===== src/rtl/qpt_pkg.sv =====
package qpt_pkg;

  localparam int unsigned POS_W     = 32;
  localparam int unsigned CFG_IDX_W = 1;
  localparam int unsigned IN_DATA_W  = 8;
  localparam int unsigned OUT_DATA_W = 40;

  localparam logic [CFG_IDX_W-1:0] REG_EDGE_THRESHOLD      = 1'd0;
  localparam logic [CFG_IDX_W-1:0] REG_PAPER_END_THRESHOLD = 1'd1;

  typedef logic signed [POS_W-1:0] pos_t;
  typedef logic signed [2:0] delta_t;

  typedef struct packed {
    logic take_moved;
    logic clear_count;
    logic printing;
    logic pin_b;
    logic pin_a;
  } item_t;

  typedef struct packed {
    logic paper_end_out;
    logic at_edge;
    logic moved;
    pos_t count;
  } result_t;

  typedef struct packed {
    logic [1:0] last_pins;
    pos_t       pos_count;
    pos_t       moved_reference;
    logic       paper_end_level;
  } track_state_t;

  // step per {B, A, B_prev, A_prev}
  localparam delta_t DELTA_TABLE [16] = '{
    3'sd0,  3'sd1, -3'sd1,  3'sd2,
    -3'sd1, 3'sd0, -3'sd2,  3'sd1,
    3'sd1, -3'sd2,  3'sd0, -3'sd1,
    3'sd2, -3'sd1,  3'sd1,  3'sd0
  };

endpackage


===== src/rtl/qpt_step.sv =====
module qpt_step (
  input  qpt_pkg::track_state_t state,
  input  qpt_pkg::item_t        item,
  input  qpt_pkg::pos_t         edge_threshold,
  input  qpt_pkg::pos_t         paper_end_threshold,
  output qpt_pkg::track_state_t state_nxt,
  output qpt_pkg::result_t      result
);
  import qpt_pkg::*;

  logic [3:0] code;
  delta_t     delta;
  pos_t       stepped;
  pos_t       pos_new;
  logic       differs;

  assign code    = {item.pin_b, item.pin_a, state.last_pins};
  assign delta   = DELTA_TABLE[code];
  assign stepped = state.pos_count + {{(POS_W-3){delta[2]}}, delta};

  always_comb begin
    state_nxt = state;
    if (item.clear_count) begin
      state_nxt.pos_count       = '0;
      state_nxt.moved_reference = '0;
    end else begin
      state_nxt.pos_count = stepped;
      state_nxt.last_pins = {item.pin_b, item.pin_a};
      if (item.printing) begin
        state_nxt.paper_end_level = (paper_end_threshold > stepped);
      end
    end
    pos_new = state_nxt.pos_count;
    differs = item.take_moved && (pos_new != state_nxt.moved_reference);
    if (differs) begin
      state_nxt.moved_reference = pos_new;
    end
    result.count         = pos_new;
    result.moved         = differs;
    result.at_edge       = (pos_new > edge_threshold);
    result.paper_end_out = state_nxt.paper_end_level;
  end

endmodule


===== src/rtl/quadrature_position_tracker.sv =====
// Quadrature position tracker, x4 decoding of a two-channel encoder.
// Input channel in_*: one item per pin sample with control flags.
// Result channel out_*: exactly one result item per input item, in order.
// Configuration channel cfg_*: index 0 writes edge_threshold, index 1
//   writes paper_end_threshold; always ready, write only while idle.
// Datapath: an accepted item is held in the input register, and its
//   result is then loaded into the result register behind out_tvalid.
// Throughput: one item per cycle while out_tready is high; the decode,
//   32-bit add and two threshold compares sit between the two registers.
// Stall: while out_tready is low the result holds; one more item is
//   taken into the input register, after which in_tready drops.
// Reset (rst_n low, synchronous): both stages empty, position, moved
//   reference, last pin pair and thresholds zero, paper-end level high.
module quadrature_position_tracker (
  input  logic                                clk,
  input  logic                                rst_n,
  input  logic                                in_tvalid,
  output logic                                in_tready,
  // [0] pin_a, [1] pin_b, [2] printing, [3] clear_count, [4] take_moved
  input  logic [qpt_pkg::IN_DATA_W-1:0]       in_tdata,
  output logic                                out_tvalid,
  input  logic                                out_tready,
  // [31:0] count, [32] moved, [33] at_edge, [34] paper_end_out
  output logic [qpt_pkg::OUT_DATA_W-1:0]      out_tdata,
  input  logic                                cfg_valid,
  output logic                                cfg_ready,
  input  logic [qpt_pkg::CFG_IDX_W-1:0]       cfg_index,
  input  logic [qpt_pkg::POS_W-1:0]           cfg_data
);
  import qpt_pkg::*;

  logic         in_valid_r;
  item_t        in_item_r;
  logic         out_valid_r;
  result_t      out_item_r;
  track_state_t state_r;
  track_state_t state_nxt;
  result_t      result_nxt;
  pos_t         edge_threshold_r;
  pos_t         paper_end_threshold_r;
  logic         advance;

  assign advance    = in_valid_r && (!out_valid_r || out_tready);
  assign in_tready  = !in_valid_r || advance;
  assign cfg_ready  = 1'b1;
  assign out_tvalid = out_valid_r;
  assign out_tdata  = {{(OUT_DATA_W-$bits(result_t)){1'b0}}, out_item_r};

  qpt_step u_step (
    .state               (state_r),
    .item                (in_item_r),
    .edge_threshold      (edge_threshold_r),
    .paper_end_threshold (paper_end_threshold_r),
    .state_nxt           (state_nxt),
    .result              (result_nxt)
  );

  always_ff @(posedge clk) begin
    if (!rst_n) begin
      in_valid_r            <= 1'b0;
      out_valid_r           <= 1'b0;
      state_r.last_pins       <= '0;
      state_r.pos_count       <= '0;
      state_r.moved_reference <= '0;
      state_r.paper_end_level <= 1'b1;
      edge_threshold_r      <= '0;
      paper_end_threshold_r <= '0;
    end else begin
      if (in_tvalid && in_tready) begin
        in_valid_r <= 1'b1;
      end else if (advance) begin
        in_valid_r <= 1'b0;
      end
      if (advance) begin
        out_valid_r <= 1'b1;
        state_r     <= state_nxt;
      end else if (out_tready) begin
        out_valid_r <= 1'b0;
      end
      if (cfg_valid && cfg_ready) begin
        unique case (cfg_index)
          REG_EDGE_THRESHOLD:      edge_threshold_r      <= cfg_data;
          REG_PAPER_END_THRESHOLD: paper_end_threshold_r <= cfg_data;
          default: ;
        endcase
      end
    end
  end

  always_ff @(posedge clk) begin
    if (in_tvalid && in_tready) begin
      in_item_r <= in_tdata[$bits(item_t)-1:0];
    end
    if (advance) begin
      out_item_r <= result_nxt;
    end
  end

`ifndef SYNTHESIS
  a_clear_zeroes: assert property (@(posedge clk) disable iff (!rst_n)
    advance && in_item_r.clear_count |=>
      (out_item_r.count == '0) && !out_item_r.moved)
    else $error("clear item did not zero the position");

  a_step_bounded: assert property (@(posedge clk) disable iff (!rst_n)
    advance && !in_item_r.clear_count |=>
      ((state_r.pos_count - $past(state_r.pos_count)) == 32'sd0 ||
       (state_r.pos_count - $past(state_r.pos_count)) == 32'sd1 ||
       (state_r.pos_count - $past(state_r.pos_count)) == 32'sd2 ||
       (state_r.pos_count - $past(state_r.pos_count)) == -32'sd1 ||
       (state_r.pos_count - $past(state_r.pos_count)) == -32'sd2))
    else $error("position moved by more than two steps");

  a_pe_hold: assert property (@(posedge clk) disable iff (!rst_n)
    advance && (in_item_r.clear_count || !in_item_r.printing) |=>
      $stable(state_r.paper_end_level))
    else $error("paper-end level changed outside printing");

  a_count_matches: assert property (@(posedge clk) disable iff (!rst_n)
    advance |=> out_valid_r && (out_item_r.count == state_r.pos_count))
    else $error("result count differs from tracked position");

  a_ready_when_empty: assert property (@(posedge clk) disable iff (!rst_n)
    !in_valid_r |-> in_tready)
    else $error("input stalled with empty input register");
`endif

endmodule


===== config.mk =====
export PLATFORM = sky130hd
export DESIGN_NAME = quadrature_position_tracker
export DESIGN_NICKNAME = d
export VERILOG_FILES = /design/src/rtl/qpt_pkg.sv /design/src/rtl/qpt_step.sv /design/src/rtl/quadrature_position_tracker.sv
export SDC_FILE = /design/constraint.sdc
export NUM_CORES = 1
export LEC_CHECK = 0
export BUFFER_PORTS_ARGS = -buffer_cell sky130_fd_sc_hd__buf_2
export CAP_MARGIN = 15
export CORE_MARGIN = 1
export CORE_UTILIZATION = 40
export DETAILED_ROUTE_END_ITERATION = 8
export SKIP_LAST_GASP = 1
export SYNTH_ARGS = -nofsm -noshare
export SYNTH_HDL_FRONTEND = slang
export SYNTH_SLANG_ARGS = --single-unit

===== constraint.sdc =====
create_clock -name clk -period 9.3 [get_ports clk]
set_input_delay 1.395 -clock clk [delete_from_list [all_inputs] [get_ports clk]]
set_output_delay 1.395 -clock clk [all_outputs]
set_load 0.1 [all_outputs]

==> out/qor.yml <==
outcome:
  status: "complete, no violations"
timing:
  max_freq_mhz: 151
  rsz0062_at_grt: "no"
  tightest_slew_ps: 913
  whs_ps: 465
  fin_skew_ps: 24.1
  final-setup-viol-count: 0
  slew_viol_final: 0
  slew_headroom: 0.386
  finalHoldViolCount: 0
  layout_min_cycle_time_ps: 6640
  min_period_over_period: 0.714
  finalSetupTns_ps: 0
worst_hold_path:
  hold_end: "edge_threshold_r[18]$_SDFFE_PN0P_"
  hold_path_depth: 2
  hold_start: "edge_threshold_r[18]$_SDFFE_PN0P_"
  min_path_type: "reg -> reg"
place:
  place.gp.congestion: 0.953
  dp_cells: 1598
  portBuffers: 79
  dp_hpwl_um: 23200
power_and_ir_drop:
  p_int_w: 0.00132
  powerDensity_nw_per_um2: 170
  switchingPower_w: 0.000691
  p_leak_nw: 4.75
  p_clk_frac: 0.346
  combPwrFrac: 0.245
  peakVddDrop_uv: 111
  swShare: 0.344
  seq_power_share: 0.409
route:
  drt_iter0_drc: 600
  via_per_inst: 5.70
  ant_nets: 0
  vias: 9298
  drc: 0
  dr.pass1.iters: 5
  drt_wl_total_um: 31100
  wire_per_inst_um: 19.1
synth:
  ys_warn_count: 0
  synth_top_area_share: 0.248
  yosysTopAreaCell: "dfxtp_1"
  ys_seq_area_frac: 0.360
  synthFlopType: "dfxtp_1"
  syn-cell-area_um2: 10700
  synth_cells: 1241
  yosysUniqueCellTypes: 82
  synth_area_leaders: "dfxtp_1 25%, ha_1 11%, edfxtp_1 11%"
  synth-edff-count: 40
  avgSynthCellArea_um2: 8.64
  synth_seq_cells: 173
  synthArstFlopShare: 0
floorplanning:
  die_w_um: 166
  rows: 59
  die-area_um2: 27500
  core_area_um2: 26200
  start_util: 0.409
  fp.dieH_um: 166
  ios: 89
final_layout:
  antenna_cells: 0
  fin_cells: 1630
  post-route-util: 0.452
  final_nets: 1427
  n_fill_cell: 2602
  multi_input_area_um2: 6300
  synthToLayoutAreaGrowth_pct: 10.5
  ff_latch_area_um2: 3860
  layout-drive-gt1-share: 0.117
critical_path:
  crit_family: "compound AO/OA/AOI/OAI gates"
  rrSetupSlack_ps: 2660
  setup.worst_path.start_class: "flop"
  reg2reg_to: "out_tdata[33]$_DFFE_PP_"
  crit_chain: "inv_1 > ha_1 > a211oi_1 > a21oi_2 > buf_4 > ha_1 > a21o_1 > a221o_1 > a21oi_2 > o21bai_1 > xnor2_1 > nor2_1 > ha_1 > a21o_1 > a21o_1 > a21o_1 > a21o_1 > a21o_1 > a21o_1 > a21oi_1 > nor3_1 > a2111oi_0 > o32ai_1 > a21oi_1"
  regToRegStartpoint: "state_r[65]$_SDFFE_PN0P_"
  crit_arrival_ps: 6910
  cp-end-kind: "flop"
  cp_slowest_cell: "a2111oi_0"
  cp_common_cell: "a21o_1"
  cp_num_cells: 24
  path_class: "reg -> reg"
  path_buf_inv: 2
  required_ps: 9580
  ff2ff_path_depth: 24
  worstPathMaxFanout: 30
  critPathMaxStageDelay_ps: 710
clock_network:
  cts_buffer_depth: 2
  tritoncts: "built"
  cts_setup_buffers: 0
  cts_buffers: 17
  cts.clk_slew.worst_paths_ps: 80
  ctsResizeCount: 0
  clkSinkCount: 173
  postCtsHoldBufs: 0
  root_buffer: "clkbuf_16"
  htree_levels: 4
  insertion_delay_ps: 440
run:
  maxCapViolCount: 0
global_route:
  grt_first_pass_wirelength_um: 49500
  grt_max_degree: 69
  grt_use_total: 0.230
  grt_pass1_vias: 8924
  antenna_found_initial: 0
  grt_remaining_overflow: 0
-- power groups by stage --
stage / sequential [W] / clock, W / combinational (W)
floorplan: 0.000898 / 0 / 0.000301
global placement: 0.000839 / 0 / 0.000483
detailed placement: 0.000839 / 0 / 0.000486
CTS: 0.000822 / 0.000712 / 0.000490
global route: 0.000826 / 0.000740 / 0.000538
finish: 0.000822 / 0.000696 / 0.000493
-- layout make-up --
cell class / instances / share of cell area
clock buffer: 18 / 0.0370
clock inverter: 14 / 0.0108
inverter: 55 / 0.0174
multi-input combinational: 943 / 0.532
sequential: 173 / 0.326
tap: 335 / 0.0354
timing repair buffer: 92 / 0.0418
-- worst min-delay path, delay by kind of cell, from the launching register on --
family,cells,cell delay [ps]
flip-flops,1,310
AO/OA/AOI/OAI,1,60
AND/OR/NAND/NOR,1,50
-- per-layer routing --
metal  track usage  vias up  part of all wire
met3        0.0298       38             0.044
met5             0        -                 0
met2         0.361      220              0.45
met1         0.324     4487              0.48
li1              -     4553                 -
met4        0.0845        0             0.027
-- worst max path at each step --
stage                                   startpoint                       to  slack [ps]
after detailed placement  state_r[65]$_SDFFE_PN0P_  out_tdata[34]$_DFFE_PP_        2890
after CTS                 state_r[65]$_SDFFE_PN0P_  out_tdata[33]$_DFFE_PP_        2800
after floorplan             in_item_r[0]$_DFFE_PP_  out_tdata[33]$_DFFE_PP_        3280
final                     state_r[65]$_SDFFE_PN0P_  out_tdata[33]$_DFFE_PP_        2660
after global placement    state_r[65]$_SDFFE_PN0P_  out_tdata[33]$_DFFE_PP_        2920
after global routing      state_r[65]$_SDFFE_PN0P_  out_tdata[33]$_DFFE_PP_        2310
-- placed cells by master, fill, tap and decap left out, types with 10 or more instances in the layout --
cell type,instances
nand2_1,246
dfxtp_1,133
a21boi_0,100
ha_1,98
buf_2,78
nor2_1,60
a21oi_1,55
inv_1,54
edfxtp_1,40
a21o_1,37
o21ai_0,37
a32o_1,32
nand4_1,28
xnor2_1,22
nor3_1,17
clkbuf_16,17
o21a_1,15
nand3_1,15
xor2_1,14
buf_4,14
nand2b_1,10
-- Yosys cell counts, drive strengths merged (3+ instances only) --
cell type  count
nand2        246
dfxtp        133
a21boi       100
ha            98
nor2          60
a21oi         58
inv           54
o21ai         43
clkbuf        41
edfxtp        40
a21o          37
buf           33
a32o          32
nand4         30
xnor2         22
nor3          17
nand3         15
o21a          15
xor2          14
nand2b        10
nor2b         10
mux2i          9
nor4           9
a211oi         8
or3            8
a2111oi        7
and2           6
and4           5
mux2           5
o211ai         5
and3           4
or2            4
a211o          3
a221o          3
nand4b         3
nor3b          3
o221ai         3
o31a           3
-- state kept, by name, summed over array words and instances, names as in the netlist --
register / flops
edge_threshold_r: 32
in_item_r: 5
in_valid_r: 1
out_tdata: 35
out_tvalid: 1
paper_end_threshold_r: 32
state_r: 67
-- logic make-up after synthesis --
logic type | share of synthesized area
simple gates | 0.189
flops | 0.360
fa+ha+maj | 0.116
mux | 0.0136
other cells | 0.000700
compound gates | 0.237
xor+xnor | 0.0294
buf+inv | 0.0541
-- metrics by stage --
stage | area, µm² | power, W | setup WS [ps]
after floorplan | 10700 | 0.00120 | 3280
after global routing | 11900 | 0.00210 | 2310
after global placement | 11300 | 0.00132 | 2920
after CTS | 11900 | 0.00202 | 2800
final | 11900 | 0.00201 | 2660
after detailed placement | 11300 | 0.00133 | 2890
(Power assumes the default switching activity.)
